File: config.mk
export PLATFORM = sky130hd
export DESIGN_NAME = lru_block_buffer_cache_flat
export DESIGN_NICKNAME = d
export VERILOG_FILES = /design/src/rtl/core/lbc_pkg.sv /design/src/rtl/core/lbc_intf.sv /design/src/rtl/core/lru_block_buffer_cache.sv /design/src/flat_wrapper.sv
export SDC_FILE = /design/constraint.sdc
export NUM_CORES = 2
export LEC_CHECK = 0
export CORE_UTILIZATION = 25
export CTS_BUF_LIST = sky130_fd_sc_hd__clkbuf_4
export CTS_CLUSTER_SIZE = 20
export DETAILED_ROUTE_END_ITERATION = 10
export DONT_BUFFER_PORTS = 1
export MAX_ROUTING_LAYER = met4
export PLACE_DENSITY_LB_ADDON = 0.1
export REMOVE_ABC_BUFFERS = 1
export SLEW_MARGIN = 20
export SYNTH_ARGS = -nofsm -noshare
export SYNTH_HDL_FRONTEND = slang
export SYNTH_SLANG_ARGS = --single-unit
File: constraint.sdc
create_clock -name clk -period 6.8 [get_ports clk]
set_input_delay 0.68 -clock clk [delete_from_list [all_inputs] [get_ports clk]]
set_output_delay 0.68 -clock clk [all_outputs]
set_load 0.05 [all_outputs]
File: src/rtl/core/lbc_pkg.sv
package lbc_pkg;

  localparam int CACHE_SLOTS  = 32;
  localparam int DEVICE_COUNT = 16;
  localparam int REF_MAX      = 255;

  // Slot index width, link width (holds the null marker) and count width.
  localparam int SW = $clog2(CACHE_SLOTS);
  localparam int LW = 6;
  localparam int CW = 6;
  localparam int RW = 8;

  localparam logic [LW-1:0] NIL = 6'd63;

  localparam logic [2:0] CMD_GET     = 3'd0;
  localparam logic [2:0] CMD_GET_NF  = 3'd1;
  localparam logic [2:0] CMD_RELEASE = 3'd2;
  localparam logic [2:0] CMD_DIRTY   = 3'd3;
  localparam logic [2:0] CMD_INVAL   = 3'd4;

  localparam logic [2:0] KIND_HIT    = 3'd0;
  localparam logic [2:0] KIND_FILL   = 3'd1;
  localparam logic [2:0] KIND_ALLOC  = 3'd2;
  localparam logic [2:0] KIND_NOSLOT = 3'd3;
  localparam logic [2:0] KIND_WB     = 3'd4;
  localparam logic [2:0] KIND_DONE   = 3'd5;

  localparam int FL_USE   = 0;
  localparam int FL_VALID = 1;
  localparam int FL_DIRTY = 2;
  localparam int FL_BUSY  = 3;

  typedef struct packed {
    logic [3:0]    dev;
    logic [31:0]   blk;
    logic [3:0]    flags;
    logic [RW-1:0] refs;
    logic [LW-1:0] newer;
    logic [LW-1:0] older;
    logic [LW-1:0] flink;
  } entry_t;

  typedef enum logic [3:0] {
    ST_CLEAR, ST_IDLE, ST_SCAN, ST_FREE_RD, ST_EVICT_RD, ST_EVICT_CHK, ST_SLOT_CHK,
    ST_INV_RD, ST_INV_CHK, ST_UNL_A, ST_UNL_B, ST_PUSH, ST_FRONT, ST_INV_FREE, ST_EMIT
  } st_t;

  typedef enum logic [1:0] {
    OP_HIT, OP_BIND, OP_INV
  } op_t;

endpackage

File: src/rtl/core/lbc_intf.sv
interface lbc_req_if import lbc_pkg::*; ();
  logic        valid;
  logic        ready;
  logic [2:0]  command;
  logic [3:0]  device_id;
  logic [31:0] block_number;
  logic [4:0]  slot;

  modport source (output valid, command, device_id, block_number, slot, input ready);
  modport sink (input valid, command, device_id, block_number, slot, output ready);
endinterface

interface lbc_rsp_if import lbc_pkg::*; ();
  logic          valid;
  logic          ready;
  logic [2:0]    kind;
  logic [4:0]    out_slot;
  logic [3:0]    out_device;
  logic [31:0]   out_block;
  logic          last;
  logic [31:0]   hit_count;
  logic [31:0]   miss_count;
  logic [CW-1:0] cached_count;
  logic [CW-1:0] dirty_count;

  modport source (output valid, kind, out_slot, out_device, out_block, last, hit_count,
                  miss_count, cached_count, dirty_count, input ready);
  modport sink (input valid, kind, out_slot, out_device, out_block, last, hit_count,
                miss_count, cached_count, dirty_count, output ready);
endinterface

File: src/rtl/core/lru_block_buffer_cache.sv
// Directory of a block buffer cache with least-recently-used replacement.
// Requests arrive on in_req (valid/ready); each request gives one or more
// results on out_rsp, the final one flagged by last. Every result carries
// the hit, miss, cached and dirty counters as they stand after the request.
// All per-slot state sits in one synchronous memory with a registered read;
// a sequencer reads, modifies and writes it back. Release and mark dirty
// read the named slot and update it; a get scans the slots until it finds
// a match, walks the LRU list from the oldest entry when a victim must be
// found, and then puts the slot at the front of the list; an invalidate
// scans all slots to count matches and then visits each slot again. Only one request
// is in flight, so throughput is set by the slot scan through the single
// memory read port. After reset the block clears every slot of the
// memory, with in_req.ready low. A result waits in the output register
// while out_rsp.ready is low; the sequencer then pauses, but a new request
// can be taken as soon as the last result of the previous one is loaded.
module lru_block_buffer_cache import lbc_pkg::*; (
  input  logic       clk,
  input  logic       rst_n,
  lbc_req_if.sink    in_req,
  lbc_rsp_if.source  out_rsp
);

  entry_t mem [CACHE_SLOTS];
  entry_t rdata_r;

  st_t state_r, state_nxt, ret_r, ret_nxt;
  op_t op_r, op_nxt;

  logic [2:0]    cmd_r, cmd_nxt;
  logic [3:0]    dev_r, dev_nxt;
  logic [31:0]   blk_r, blk_nxt;
  logic [SW-1:0] slot_r, slot_nxt;
  logic [LW-1:0] idx_r, idx_nxt;
  logic [LW-1:0] guard_r, guard_nxt;
  logic [LW-1:0] walk_r, walk_nxt;
  logic [SW-1:0] tgt_r, tgt_nxt;
  logic [LW-1:0] nw_r, nw_nxt;
  logic [LW-1:0] od_r, od_nxt;
  entry_t        info_r, info_nxt;
  logic [CW-1:0] cu_r, cu_nxt;
  logic [CW-1:0] cd_r, cd_nxt;
  logic [LW-1:0] front_r, front_nxt;
  logic [LW-1:0] back_r, back_nxt;
  logic [LW-1:0] ftop_r, ftop_nxt;
  logic [31:0]   hits_r, hits_nxt;
  logic [31:0]   miss_r, miss_nxt;
  logic [CW-1:0] cached_r, cached_nxt;
  logic [CW-1:0] dirty_r, dirty_nxt;

  // Pending result, loaded into the output register by the emit state.
  logic [2:0]  em_kind_r, em_kind_nxt;
  logic [4:0]  em_slot_r, em_slot_nxt;
  logic [3:0]  em_dev_r, em_dev_nxt;
  logic [31:0] em_blk_r, em_blk_nxt;
  logic        em_last_r, em_last_nxt;

  logic          rv_r;
  logic [SW-1:0] ra_r;
  logic          ov_r, ov_nxt;
  logic [2:0]    o_kind_r, o_kind_nxt;
  logic [4:0]    o_slot_r, o_slot_nxt;
  logic [3:0]    o_dev_r, o_dev_nxt;
  logic [31:0]   o_blk_r, o_blk_nxt;
  logic          o_last_r, o_last_nxt;
  logic [31:0]   o_hits_r, o_hits_nxt;
  logic [31:0]   o_miss_r, o_miss_nxt;
  logic [CW-1:0] o_cached_r, o_cached_nxt;
  logic [CW-1:0] o_dirty_r, o_dirty_nxt;

  logic          rd_en;
  logic [SW-1:0] rd_addr;
  logic          we_info, we_new, we_old, we_fl;
  logic [SW-1:0] wa;
  entry_t        wd;

  // Shared decode.
  logic accept, is_get, in_dev_ok, in_slot_ok, out_free;
  logic scan_hit, scan_last, inv_match, evictable, idx_last;
  logic ftop_ok, walk_ok, front_ok, nw_ok, od_ok, hit_at_front;

  assign accept     = in_req.valid && in_req.ready;
  assign is_get     = (cmd_r == CMD_GET) || (cmd_r == CMD_GET_NF);
  assign in_dev_ok  = int'(in_req.device_id) < DEVICE_COUNT;
  assign in_slot_ok = int'(in_req.slot) < CACHE_SLOTS;
  assign out_free   = !ov_r || out_rsp.ready;
  assign scan_hit   = rv_r && rdata_r.flags[FL_USE] && (rdata_r.dev == dev_r) &&
                      (rdata_r.blk == blk_r);
  assign scan_last  = rv_r && (ra_r == SW'(CACHE_SLOTS - 1));
  assign inv_match  = rdata_r.flags[FL_USE] && (rdata_r.dev == dev_r);
  assign evictable  = !rdata_r.flags[FL_BUSY] && (rdata_r.refs == '0);
  assign idx_last   = idx_r == LW'(CACHE_SLOTS - 1);
  assign ftop_ok    = int'(ftop_r) < CACHE_SLOTS;
  assign walk_ok    = (int'(walk_r) < CACHE_SLOTS) && (int'(guard_r) < CACHE_SLOTS);
  assign front_ok   = int'(front_r) < CACHE_SLOTS;
  assign nw_ok      = int'(nw_r) < CACHE_SLOTS;
  assign od_ok      = int'(od_r) < CACHE_SLOTS;
  assign hit_at_front = front_r == LW'(ra_r);

  assign in_req.ready = (state_r == ST_IDLE);

  assign out_rsp.valid        = ov_r;
  assign out_rsp.kind         = o_kind_r;
  assign out_rsp.out_slot     = o_slot_r;
  assign out_rsp.out_device   = o_dev_r;
  assign out_rsp.out_block    = o_blk_r;
  assign out_rsp.last         = o_last_r;
  assign out_rsp.hit_count    = o_hits_r;
  assign out_rsp.miss_count   = o_miss_r;
  assign out_rsp.cached_count = o_cached_r;
  assign out_rsp.dirty_count  = o_dirty_r;

  // Slot memory: one read port with registered data, one write port with
  // separate enables for the record, the two LRU links and the free link.
  always_ff @(posedge clk) begin
    if (we_info) begin
      mem[wa].dev   <= wd.dev;
      mem[wa].blk   <= wd.blk;
      mem[wa].flags <= wd.flags;
      mem[wa].refs  <= wd.refs;
    end
    if (we_new) begin
      mem[wa].newer <= wd.newer;
    end
    if (we_old) begin
      mem[wa].older <= wd.older;
    end
    if (we_fl) begin
      mem[wa].flink <= wd.flink;
    end
    if (rd_en) begin
      rdata_r <= mem[rd_addr];
    end
  end

  // Next state.
  always_comb begin
    state_nxt = state_r;
    case (state_r)
      ST_CLEAR: begin
        if (idx_last) state_nxt = ST_IDLE;
      end
      ST_IDLE: begin
        if (accept) begin
          case (in_req.command)
            CMD_GET, CMD_GET_NF, CMD_INVAL: state_nxt = in_dev_ok ? ST_SCAN : ST_EMIT;
            CMD_RELEASE, CMD_DIRTY:         state_nxt = in_slot_ok ? ST_SLOT_CHK : ST_EMIT;
            default:                        state_nxt = ST_EMIT;
          endcase
        end
      end
      ST_SCAN: begin
        if (is_get) begin
          if (scan_hit) begin
            state_nxt = hit_at_front ? ST_EMIT : ST_UNL_A;
          end else if (scan_last) begin
            state_nxt = ftop_ok ? ST_FREE_RD : ST_EVICT_RD;
          end
        end else if (scan_last) begin
          state_nxt = ST_INV_RD;
        end
      end
      ST_FREE_RD:  state_nxt = ST_PUSH;
      ST_EVICT_RD: state_nxt = walk_ok ? ST_EVICT_CHK : ST_EMIT;
      ST_EVICT_CHK: begin
        if (evictable) begin
          state_nxt = rdata_r.flags[FL_DIRTY] ? ST_EMIT : ST_UNL_A;
        end else begin
          state_nxt = ST_EVICT_RD;
        end
      end
      ST_SLOT_CHK: state_nxt = ST_EMIT;
      ST_INV_RD:   state_nxt = ST_INV_CHK;
      ST_INV_CHK: begin
        if (inv_match) begin
          state_nxt = rdata_r.flags[FL_DIRTY] ? ST_EMIT : ST_UNL_A;
        end else begin
          state_nxt = idx_last ? ST_EMIT : ST_INV_RD;
        end
      end
      ST_UNL_A:    state_nxt = ST_UNL_B;
      ST_UNL_B:    state_nxt = (op_r == OP_INV) ? ST_INV_FREE : ST_PUSH;
      ST_PUSH:     state_nxt = ST_FRONT;
      ST_FRONT:    state_nxt = ST_EMIT;
      ST_INV_FREE: state_nxt = idx_last ? ST_EMIT : ST_INV_RD;
      ST_EMIT: begin
        if (out_free) state_nxt = em_last_r ? ST_IDLE : ret_r;
      end
      default: state_nxt = ST_IDLE;
    endcase
  end

  // Datapath, memory controls and output register.
  always_comb begin
    ret_nxt      = ret_r;
    op_nxt       = op_r;
    cmd_nxt      = cmd_r;
    dev_nxt      = dev_r;
    blk_nxt      = blk_r;
    slot_nxt     = slot_r;
    idx_nxt      = idx_r;
    guard_nxt    = guard_r;
    walk_nxt     = walk_r;
    tgt_nxt      = tgt_r;
    nw_nxt       = nw_r;
    od_nxt       = od_r;
    info_nxt     = info_r;
    cu_nxt       = cu_r;
    cd_nxt       = cd_r;
    front_nxt    = front_r;
    back_nxt     = back_r;
    ftop_nxt     = ftop_r;
    hits_nxt     = hits_r;
    miss_nxt     = miss_r;
    cached_nxt   = cached_r;
    dirty_nxt    = dirty_r;
    em_kind_nxt  = em_kind_r;
    em_slot_nxt  = em_slot_r;
    em_dev_nxt   = em_dev_r;
    em_blk_nxt   = em_blk_r;
    em_last_nxt  = em_last_r;
    ov_nxt       = ov_r && !out_rsp.ready;
    o_kind_nxt   = o_kind_r;
    o_slot_nxt   = o_slot_r;
    o_dev_nxt    = o_dev_r;
    o_blk_nxt    = o_blk_r;
    o_last_nxt   = o_last_r;
    o_hits_nxt   = o_hits_r;
    o_miss_nxt   = o_miss_r;
    o_cached_nxt = o_cached_r;
    o_dirty_nxt  = o_dirty_r;
    rd_en        = 1'b0;
    rd_addr      = idx_r[SW-1:0];
    we_info      = 1'b0;
    we_new       = 1'b0;
    we_old       = 1'b0;
    we_fl        = 1'b0;
    wa           = tgt_r;
    wd           = info_r;

    case (state_r)
      ST_CLEAR: begin
        we_info  = 1'b1;
        we_new   = 1'b1;
        we_old   = 1'b1;
        we_fl    = 1'b1;
        wa       = idx_r[SW-1:0];
        wd       = '0;
        wd.newer = NIL;
        wd.older = NIL;
        wd.flink = idx_last ? NIL : idx_r + LW'(1);
        idx_nxt  = idx_r + LW'(1);
      end
      ST_IDLE: begin
        if (accept) begin
          cmd_nxt     = in_req.command;
          dev_nxt     = in_req.device_id;
          blk_nxt     = in_req.block_number;
          slot_nxt    = SW'(in_req.slot);
          idx_nxt     = '0;
          cu_nxt      = '0;
          cd_nxt      = '0;
          em_last_nxt = 1'b1;
          em_kind_nxt = KIND_DONE;
          em_slot_nxt = '0;
          em_dev_nxt  = '0;
          em_blk_nxt  = '0;
          case (in_req.command)
            CMD_GET, CMD_GET_NF: begin
              em_kind_nxt = KIND_NOSLOT;
              em_dev_nxt  = in_req.device_id;
              em_blk_nxt  = in_req.block_number;
            end
            CMD_RELEASE, CMD_DIRTY: begin
              em_slot_nxt = in_req.slot;
              rd_en       = in_slot_ok;
              rd_addr     = SW'(in_req.slot);
            end
            default: begin
            end
          endcase
        end
      end
      ST_SCAN: begin
        if (int'(idx_r) < CACHE_SLOTS) begin
          rd_en   = 1'b1;
          idx_nxt = idx_r + LW'(1);
        end
        if (is_get) begin
          if (scan_hit) begin
            info_nxt = rdata_r;
            if (int'(rdata_r.refs) < REF_MAX) info_nxt.refs = rdata_r.refs + RW'(1);
            info_nxt.flags[FL_BUSY]  = 1'b1;
            info_nxt.flags[FL_VALID] = 1'b1;
            tgt_nxt = ra_r;
            nw_nxt  = rdata_r.newer;
            od_nxt  = rdata_r.older;
            op_nxt  = OP_HIT;
            if (cmd_r == CMD_GET) hits_nxt = hits_r + 32'd1;
            em_kind_nxt = KIND_HIT;
            em_slot_nxt = 5'(ra_r);
            em_dev_nxt  = dev_r;
            em_blk_nxt  = blk_r;
            em_last_nxt = 1'b1;
            if (hit_at_front) begin
              we_info = 1'b1;
              wa      = ra_r;
              wd      = info_nxt;
            end
          end else if (scan_last) begin
            if (cmd_r == CMD_GET) miss_nxt = miss_r + 32'd1;
            info_nxt       = '0;
            info_nxt.dev   = dev_r;
            info_nxt.blk   = blk_r;
            info_nxt.refs  = RW'(1);
            info_nxt.flags[FL_USE]   = 1'b1;
            info_nxt.flags[FL_VALID] = 1'b1;
            info_nxt.flags[FL_BUSY]  = 1'b1;
            op_nxt = OP_BIND;
            if (ftop_ok) begin
              rd_en      = 1'b1;
              rd_addr    = ftop_r[SW-1:0];
              tgt_nxt    = ftop_r[SW-1:0];
              cached_nxt = cached_r + CW'(1);
            end else begin
              walk_nxt  = back_r;
              guard_nxt = '0;
            end
          end
        end else begin
          if (rv_r && inv_match) begin
            cu_nxt = cu_r + CW'(1);
            if (rdata_r.flags[FL_DIRTY]) cd_nxt = cd_r + CW'(1);
          end
          if (scan_last) begin
            cached_nxt = cached_r - cu_nxt;
            dirty_nxt  = dirty_r - cd_nxt;
            idx_nxt    = '0;
          end
        end
      end
      ST_FREE_RD: begin
        ftop_nxt = rdata_r.flink;
      end
      ST_EVICT_RD: begin
        if (walk_ok) begin
          rd_en   = 1'b1;
          rd_addr = walk_r[SW-1:0];
        end
      end
      ST_EVICT_CHK: begin
        if (evictable) begin
          tgt_nxt = walk_r[SW-1:0];
          nw_nxt  = rdata_r.newer;
          od_nxt  = rdata_r.older;
          if (rdata_r.flags[FL_DIRTY]) begin
            dirty_nxt   = dirty_r - CW'(1);
            em_kind_nxt = KIND_WB;
            em_slot_nxt = 5'(walk_r[SW-1:0]);
            em_dev_nxt  = rdata_r.dev;
            em_blk_nxt  = rdata_r.blk;
            em_last_nxt = 1'b0;
            ret_nxt     = ST_UNL_A;
          end
        end else begin
          walk_nxt  = rdata_r.newer;
          guard_nxt = guard_r + LW'(1);
        end
      end
      ST_SLOT_CHK: begin
        wd = rdata_r;
        wa = slot_r;
        if (cmd_r == CMD_RELEASE) begin
          if (rdata_r.refs != '0) wd.refs = rdata_r.refs - RW'(1);
          wd.flags[FL_BUSY] = 1'b0;
          we_info = 1'b1;
        end else if (rdata_r.flags[FL_USE] && !rdata_r.flags[FL_DIRTY]) begin
          wd.flags[FL_DIRTY] = 1'b1;
          we_info   = 1'b1;
          dirty_nxt = dirty_r + CW'(1);
        end
      end
      ST_INV_RD: begin
        rd_en = 1'b1;
      end
      ST_INV_CHK: begin
        if (inv_match) begin
          tgt_nxt = idx_r[SW-1:0];
          nw_nxt  = rdata_r.newer;
          od_nxt  = rdata_r.older;
          op_nxt  = OP_INV;
          if (rdata_r.flags[FL_DIRTY]) begin
            em_kind_nxt = KIND_WB;
            em_slot_nxt = 5'(idx_r[SW-1:0]);
            em_dev_nxt  = rdata_r.dev;
            em_blk_nxt  = rdata_r.blk;
            em_last_nxt = 1'b0;
            ret_nxt     = ST_UNL_A;
          end
        end else if (idx_last) begin
          em_kind_nxt = KIND_DONE;
          em_slot_nxt = '0;
          em_dev_nxt  = '0;
          em_blk_nxt  = '0;
          em_last_nxt = 1'b1;
        end else begin
          idx_nxt = idx_r + LW'(1);
        end
      end
      ST_UNL_A: begin
        if (nw_ok) begin
          we_old   = 1'b1;
          wa       = nw_r[SW-1:0];
          wd.older = od_r;
        end else begin
          front_nxt = od_r;
        end
      end
      ST_UNL_B: begin
        if (od_ok) begin
          we_new   = 1'b1;
          wa       = od_r[SW-1:0];
          wd.newer = nw_r;
        end else begin
          back_nxt = nw_r;
        end
      end
      ST_PUSH: begin
        we_info  = 1'b1;
        we_new   = 1'b1;
        we_old   = 1'b1;
        wd.newer = NIL;
        wd.older = front_r;
      end
      ST_FRONT: begin
        if (front_ok) begin
          we_new   = 1'b1;
          wa       = front_r[SW-1:0];
          wd.newer = LW'(tgt_r);
        end else begin
          back_nxt = LW'(tgt_r);
        end
        front_nxt   = LW'(tgt_r);
        em_kind_nxt = (op_r == OP_HIT) ? KIND_HIT :
                      (cmd_r == CMD_GET) ? KIND_FILL : KIND_ALLOC;
        em_slot_nxt = 5'(tgt_r);
        em_dev_nxt  = dev_r;
        em_blk_nxt  = blk_r;
        em_last_nxt = 1'b1;
      end
      ST_INV_FREE: begin
        we_info  = 1'b1;
        we_fl    = 1'b1;
        wd       = '0;
        wd.flink = ftop_r;
        ftop_nxt = LW'(tgt_r);
        if (idx_last) begin
          em_kind_nxt = KIND_DONE;
          em_slot_nxt = '0;
          em_dev_nxt  = '0;
          em_blk_nxt  = '0;
          em_last_nxt = 1'b1;
        end else begin
          idx_nxt = idx_r + LW'(1);
        end
      end
      ST_EMIT: begin
        if (out_free) begin
          ov_nxt       = 1'b1;
          o_kind_nxt   = em_kind_r;
          o_slot_nxt   = em_slot_r;
          o_dev_nxt    = em_dev_r;
          o_blk_nxt    = em_blk_r;
          o_last_nxt   = em_last_r;
          o_hits_nxt   = hits_r;
          o_miss_nxt   = miss_r;
          o_cached_nxt = cached_r;
          o_dirty_nxt  = dirty_r;
        end
      end
      default: begin
      end
    endcase
  end

  always_ff @(posedge clk) begin
    if (!rst_n) begin
      state_r  <= ST_CLEAR;
      idx_r    <= '0;
      rv_r     <= 1'b0;
      ov_r     <= 1'b0;
      front_r  <= NIL;
      back_r   <= NIL;
      ftop_r   <= '0;
      hits_r   <= '0;
      miss_r   <= '0;
      cached_r <= '0;
      dirty_r  <= '0;
    end else begin
      state_r  <= state_nxt;
      idx_r    <= idx_nxt;
      rv_r     <= rd_en;
      ov_r     <= ov_nxt;
      front_r  <= front_nxt;
      back_r   <= back_nxt;
      ftop_r   <= ftop_nxt;
      hits_r   <= hits_nxt;
      miss_r   <= miss_nxt;
      cached_r <= cached_nxt;
      dirty_r  <= dirty_nxt;
    end
  end

  always_ff @(posedge clk) begin
    ra_r       <= rd_addr;
    ret_r      <= ret_nxt;
    op_r       <= op_nxt;
    cmd_r      <= cmd_nxt;
    dev_r      <= dev_nxt;
    blk_r      <= blk_nxt;
    slot_r     <= slot_nxt;
    guard_r    <= guard_nxt;
    walk_r     <= walk_nxt;
    tgt_r      <= tgt_nxt;
    nw_r       <= nw_nxt;
    od_r       <= od_nxt;
    info_r     <= info_nxt;
    cu_r       <= cu_nxt;
    cd_r       <= cd_nxt;
    em_kind_r  <= em_kind_nxt;
    em_slot_r  <= em_slot_nxt;
    em_dev_r   <= em_dev_nxt;
    em_blk_r   <= em_blk_nxt;
    em_last_r  <= em_last_nxt;
    o_kind_r   <= o_kind_nxt;
    o_slot_r   <= o_slot_nxt;
    o_dev_r    <= o_dev_nxt;
    o_blk_r    <= o_blk_nxt;
    o_last_r   <= o_last_nxt;
    o_hits_r   <= o_hits_nxt;
    o_miss_r   <= o_miss_nxt;
    o_cached_r <= o_cached_nxt;
    o_dirty_r  <= o_dirty_nxt;
  end

endmodule

File: src/flat_wrapper.sv
// flat-port wrapper written by rule: the top's interface ports become plain ports
module lru_block_buffer_cache_flat import lbc_pkg::*;
  (clk, rst_n, in_req_valid, in_req_command, in_req_device_id, in_req_block_number, in_req_slot, in_req_ready, out_rsp_valid, out_rsp_kind, out_rsp_out_slot, out_rsp_out_device, out_rsp_out_block, out_rsp_last, out_rsp_hit_count, out_rsp_miss_count, out_rsp_cached_count, out_rsp_dirty_count, out_rsp_ready);
  lbc_req_if in_req_i ();
  lbc_rsp_if out_rsp_i ();
  input  logic clk;
  input  logic rst_n;
  input wire logic [$bits(in_req_i.valid)-1:0] in_req_valid;
  input wire logic [$bits(in_req_i.command)-1:0] in_req_command;
  input wire logic [$bits(in_req_i.device_id)-1:0] in_req_device_id;
  input wire logic [$bits(in_req_i.block_number)-1:0] in_req_block_number;
  input wire logic [$bits(in_req_i.slot)-1:0] in_req_slot;
  output wire logic [$bits(in_req_i.ready)-1:0] in_req_ready;
  output wire logic [$bits(out_rsp_i.valid)-1:0] out_rsp_valid;
  output wire logic [$bits(out_rsp_i.kind)-1:0] out_rsp_kind;
  output wire logic [$bits(out_rsp_i.out_slot)-1:0] out_rsp_out_slot;
  output wire logic [$bits(out_rsp_i.out_device)-1:0] out_rsp_out_device;
  output wire logic [$bits(out_rsp_i.out_block)-1:0] out_rsp_out_block;
  output wire logic [$bits(out_rsp_i.last)-1:0] out_rsp_last;
  output wire logic [$bits(out_rsp_i.hit_count)-1:0] out_rsp_hit_count;
  output wire logic [$bits(out_rsp_i.miss_count)-1:0] out_rsp_miss_count;
  output wire logic [$bits(out_rsp_i.cached_count)-1:0] out_rsp_cached_count;
  output wire logic [$bits(out_rsp_i.dirty_count)-1:0] out_rsp_dirty_count;
  input wire logic [$bits(out_rsp_i.ready)-1:0] out_rsp_ready;
  assign in_req_i.valid = in_req_valid;
  assign in_req_i.command = in_req_command;
  assign in_req_i.device_id = in_req_device_id;
  assign in_req_i.block_number = in_req_block_number;
  assign in_req_i.slot = in_req_slot;
  assign in_req_ready = in_req_i.ready;
  assign out_rsp_valid = out_rsp_i.valid;
  assign out_rsp_kind = out_rsp_i.kind;
  assign out_rsp_out_slot = out_rsp_i.out_slot;
  assign out_rsp_out_device = out_rsp_i.out_device;
  assign out_rsp_out_block = out_rsp_i.out_block;
  assign out_rsp_last = out_rsp_i.last;
  assign out_rsp_hit_count = out_rsp_i.hit_count;
  assign out_rsp_miss_count = out_rsp_i.miss_count;
  assign out_rsp_cached_count = out_rsp_i.cached_count;
  assign out_rsp_dirty_count = out_rsp_i.dirty_count;
  assign out_rsp_i.ready = out_rsp_ready;
  lru_block_buffer_cache u_core (.clk(clk), .rst_n(rst_n), .in_req(in_req_i), .out_rsp(out_rsp_i));
endmodule
After elaboration in Yosys (flattened, before gate mapping). Memory sizes are Yosys's and may differ from the RTL's. A register that Yosys moved wholly into a read port is not among the register bits. Cells that the tools add are included.

Bits in registers: 432. Bits in latches: 0. Bits in writable memories: 2112. ROM bits: 0. Input bits: 48. Output and inout bits: 123. Word-level logic and storage cells: 386. Memories: 1.

Memory list: u_core.mem (depth 32, width 66, read ports 1, clocked after memory_dff 1, write ports 1, RTL line lru_block_buffer_cache.sv:23) `entry_t mem [CACHE_SLOTS];`.

Add/sub/neg operators: 13. Multiply operators: 0. Divide/modulo/power cells: 0. Order comparisons: 8. Eq/ne operators: 51. Shifts and indexed selects: 0. Mux-type cells: 204. Bitwise gates (word level): 1. Reduce and logical (&&, ||, !) cells: 62.

Operators by type and width (number): $mux 66 (5); $mux 6 (51); $mux 32 (8); $pmux 32 s6 (1); $pmux 48 s3 (1); $mux 5 (28); $mux 4 (23); $pmux 6 s2 (7); $pmux 6 s6 (2); $add 32x1->32 const B (2); $pmux 5 s6 (2); $pmux 4 s14 (1); $pmux 6 s3 (3); $lt 6x6->1 const B (7); $mux 3 (13); $mux 1 (37); $add 6x1->6 const B (6); $eq 32x32->1 (1); $pmux 5 s3 (2); $pmux 6 s5 (1); $eq 4x4->1 const B (7); $reduce_and 5->1 (5); $mux 8 (3); $ne 2x2->1 const B (12); other kinds (49) (111).

Depth between registers and ports, before layout.
Word-level depth: 10. Depth in mapped cells: 18. Depth with buffers taken out: 17.

Worst setup path before layout. No wires, ideal clock.

Path type: register to register. From: register u_core.state_r[2]. To: register u_core.o_cached_r[0] (netlist: u_core.out_rsp.cached_count[0]), enable pin. Library setup time: 615 ps. Arrival time: 6518 ps. Required time: 6185 ps. Path slack: -333 ps. Stages on the path, launching flop included: 5. Buffers on the path: 2. Cells stage by stage: dfxtp_1 -> clkbuf_1 -> clkbuf_1 -> nand3_1 -> nor2b_1.

Word-level cells in the longest chain between the ends: 2.

RTL lines: start: declaration (RTL line lru_block_buffer_cache.sv:26) `st_t state_r, state_nxt, ret_r, ret_nxt;`; start signal: assignment (RTL line lru_block_buffer_cache.sv:499) `state_r <= state_nxt;`; $eq 4x4->1 (RTL line lru_block_buffer_cache.sv:240) `case (state_r)`; $reduce_and 2->1 (no source line); end signal: assignment (RTL line lru_block_buffer_cache.sv:541) `o_cached_r <= o_cached_nxt;`; end: declaration (RTL line lru_block_buffer_cache.sv:67) `logic [CW-1:0] o_cached_r, o_cached_nxt;`.

No other way between the ends. A chain may end at the register's enable or synchronous reset.

Final worst setup path.
From: register u_core.rdata_r[61] (netlist name). To: register u_core.rdata_r[32] (netlist name).

Word-level cells in the longest chain between the ends: 5.

RTL lines: $eq 32x32->1 (*) (RTL line lru_block_buffer_cache.sv:87) `(rdata_r.blk == blk_r);`; $logic_and 1x1->1 (*) (RTL line lru_block_buffer_cache.sv:86) `assign scan_hit = rv_r && rdata_r.flags[FL_USE] && (rdata_r.dev == dev_r) &&`; $mux 1 or $mux 5 (tied branches) (RTL line lru_block_buffer_cache.sv:289) `if (scan_hit) begin`; $mux 1 or $mux 5 (tied branches) (RTL line lru_block_buffer_cache.sv:288) `if (is_get) begin`; $pmux 1 s4 or $pmux 5 s3 (tied branches) (RTL line lru_block_buffer_cache.sv:240).

Every way passes the cells marked *; elsewhere a longest branch is shown, timed or not.

==> flow_summary.ini <==
[status]
status = complete, no violations

[floorplanning]
rows = 234
core_area_sq_mm = 0.407
die_x_um = 642
die_h_um = 642
ios = 171
initial_core_util = 0.252
die-area_sq_mm = 0.412

[detailed_routing]
vias = 68600
wirelength_mm = 378
drc = 0
first_iter_violations = 5408
ant_nets = 0
dr.pass1.iters = 6
routed_via_density = 4.82
wire_per_inst_um = 26.6

[logic_synthesis]
async_flop_share = 0
synth_top_area_frac = 0.723
synth_seq_area_share = 0.744
netlist_instances = 7495
synth.area.top_cells = edfxtp_1 72%, nand2_1 6.7%, a32oi_1 4.4%
syn_avg_cell_area_sq_um = 13.7
yosysTopAreaCell = edfxtp_1
synth_edf_count = 2462
synth_ff_type = edfxtp_1
ys_warn_count = 0
ys_ff_latch = 2573
synth_cell_type_count = 81
synthesis.area_sq_mm = 0.102

[sta]
finalCriticalPeriod_ns = 6.09
period_share = 0.895
hold_viol_final = 0
rsz0062_at_grt = false
drv_slew = 0
fmax_mhz = 164
fin_skew_ns = 0.188
slew_headroom = 0.249
tightestPinTransition_ns = 1.13
setup_violations = 0

[cts]
cts.repair.resized = 0
cts_made_buffers = 738
clock_path_buffers = 4
htree_levels = 6
clkTransAtPathRegs_ns = 0.07
post_cts_buffers = 0
worstSkewPairLatency_ns = 1.62
cts_tree = done
cts_root_buf = clkbuf_4
cts_num_sinks = 2573

[global_routing]
track_usage = 0.183
grt_first_pass_wirelength_mm = 527
gr-total-overflow = 0
grt_pass1_vias = 68100
grt_antenna_before_repair = 18
grt_max_degree = 180

[placement]
dp_hpwl_mm = 222
routabilityCongestion = 0.831
dp_cells = 12800
numPortBuffers = 0

[min_path]
whs_path_depth = 3
min_path_type = input port to register

[worst_setup_path]
endpoint_kind = register
arrival_ns = 7.38
r2r_cells = 15
start_kind = register
critPathKind = register to register
crit_required_ns = 8.10
crit_path_max_fanout = 47

[finish]
area_delta_synth_final_pct = 20.0
finish.net_count = 8291
fin_util = 0.302
drive_gt1_frac = 0.193
finalNonFillerCells = 14200

[pwr]
cellLeakagePower_uw = 0.0406
vdd_ir_drop_max_mv = 0.160
power_density_mw_per_mm2 = 276

[job]
cap_violations = 0
[cells in the final DEF (no fill, tap or decap), types with 34 or more instances in the layout]
master / instances
dlygate4sd3_1: 99
edfxtp_1: 2462
nor2_1: 219
nand3_1: 73
buf_12: 126
nor4_1: 70
mux2i_1: 55
nand4_1: 35
a32oi_1: 512
clkbuf_4: 1090
clkinv_1: 125
buf_4: 297
and2_1: 83
o21ai_0: 74
nand2_1: 1819
a22o_1: 43
xnor2_1: 106
xor2_1: 34
a222oi_1: 41
o22ai_1: 263
dfxtp_1: 111
a21oi_1: 581
[stage by stage]
stage	total power (uW)	cell area (sq um)	hold WS [ns]	setup TNS, ns	setup slack (ns)
after global routing	35400	123000	0.116	0	0.538
final	33900	123000	0.210	0	0.714
after detailed placement	19500	112000	0.434	0	0.514
after CTS	34600	123000	0.00677	0	0.527
after floorplan	19500	100000	0.408	-2269.35	-32.51
after global placement	19500	112000	0.433	0	0.413
[registers in the layout (all words and copies together), names as in the netlist, 32 cells and up]
| register | cells |
|---|---|
| u_core.blk_r | 32 |
| u_core.em_blk_r | 32 |
| u_core.hits_r | 32 |
| u_core.info_r | 64 |
| u_core.mem | 2080 |
| u_core.miss_r | 32 |
| u_core.out_rsp.hit_count | 32 |
| u_core.out_rsp.miss_count | 32 |
| u_core.out_rsp.out_block | 32 |
| u_core.rdata_r | 65 |
[logic make-up (layout without fill, tap and decap cells)]
| kind of cell | after synthesis | count (layout) | share of synthesized area |
|---|---|---|---|
| xor+xnor | 142 | 142 | 0.0122 |
| buf+inv | 569 | 1841 | 0.0229 |
| simple gates | 2458 | 2458 | 0.0995 |
| fa+ha+maj | 23 | 23 | 0.00296 |
| mux | 62 | 62 | 0.00659 |
| other cells | 1 | 30 | 0.0000366 |
| flops | 2573 | 2573 | 0.744 |
| compound gates | 1667 | 1667 | 0.112 |
[power breakdown]
group	internal (uW)	switching (uW)	total (uW)	leakage (uW)
Clock	7840	6930	14800	0.00561
Combinational	610	1230	1840	0.0112
Sequential	17300	37.0	17300	0.0238
Total	25700	8200	33900	0.0406
[path summary, 6_finish.rpt]
check / end / from / slack (ns)
setup / recovery: u_core.rdata_r[32] / u_core.rdata_r[61] / 0.71
hold / removal: u_core.back_r[5] / rst_n / 0.21
setup reg to reg: u_core.rdata_r[32] / u_core.rdata_r[61] / 0.71
hold reg to reg: u_core.out_rsp.out_block[28] / u_core.em_blk_r[28] / 0.42
[repair_timing]
action | 4_1_cts | 5_1_grt
hold buffers | 100 | 0
endpoints found under the setup margin | 0 | 0
endpoints found under the hold margin | 245 | 0
[per-layer routing]
layer,part of all wire,vias to the layer above,GRT usage
met5,0,-,-
met4,0.025,0,0.0503
met3,0.048,590,0.0271
met2,0.48,2083,0.297
met1,0.45,35400,0.239
li1,-,30600,-
[final cells by class]
type,instances,area [sq um]
Antenna cell,29,72.6
Clock buffer,1090,8180
Clock inverter,197,1290
Fill cell,41300,284000
Inverter,31,126
Multi-Input combinational cell,4353,24400
Sequential cell,2573,76200
Tap cell,5428,6790
Timing Repair Buffer,523,5770
[critical path, cell delays in order, from the launching register on]
cell      delay (ns)
edfxtp_1        0.54
xnor2_1         0.70
nand4_1         0.58
nor4_4          0.76
and3_1          0.35
buf_12          0.25
nor3_1          0.16
a221oi_4        0.38
buf_12          0.24
buf_12          0.24
buf_12          0.19
buf_12          0.23
a21oi_1         0.07
a32oi_1         0.23
o22ai_1         0.17
nor4_1          0.61
[cells in the mapped netlist, types with 43 or more instances]
master,number
clkbuf_1,356
a32oi_1,512
edfxtp_1,2462
nand2_1,1823
xnor2_1,108
a22o_1,43
a21oi_1,596
nor2_1,254
nor4_1,70
mux2i_1,55
nand3_1,75
and2_1,83
buf_2,140
dfxtp_1,111
o22ai_1,265
o21ai_0,76
(Power assumes the default switching activity.)
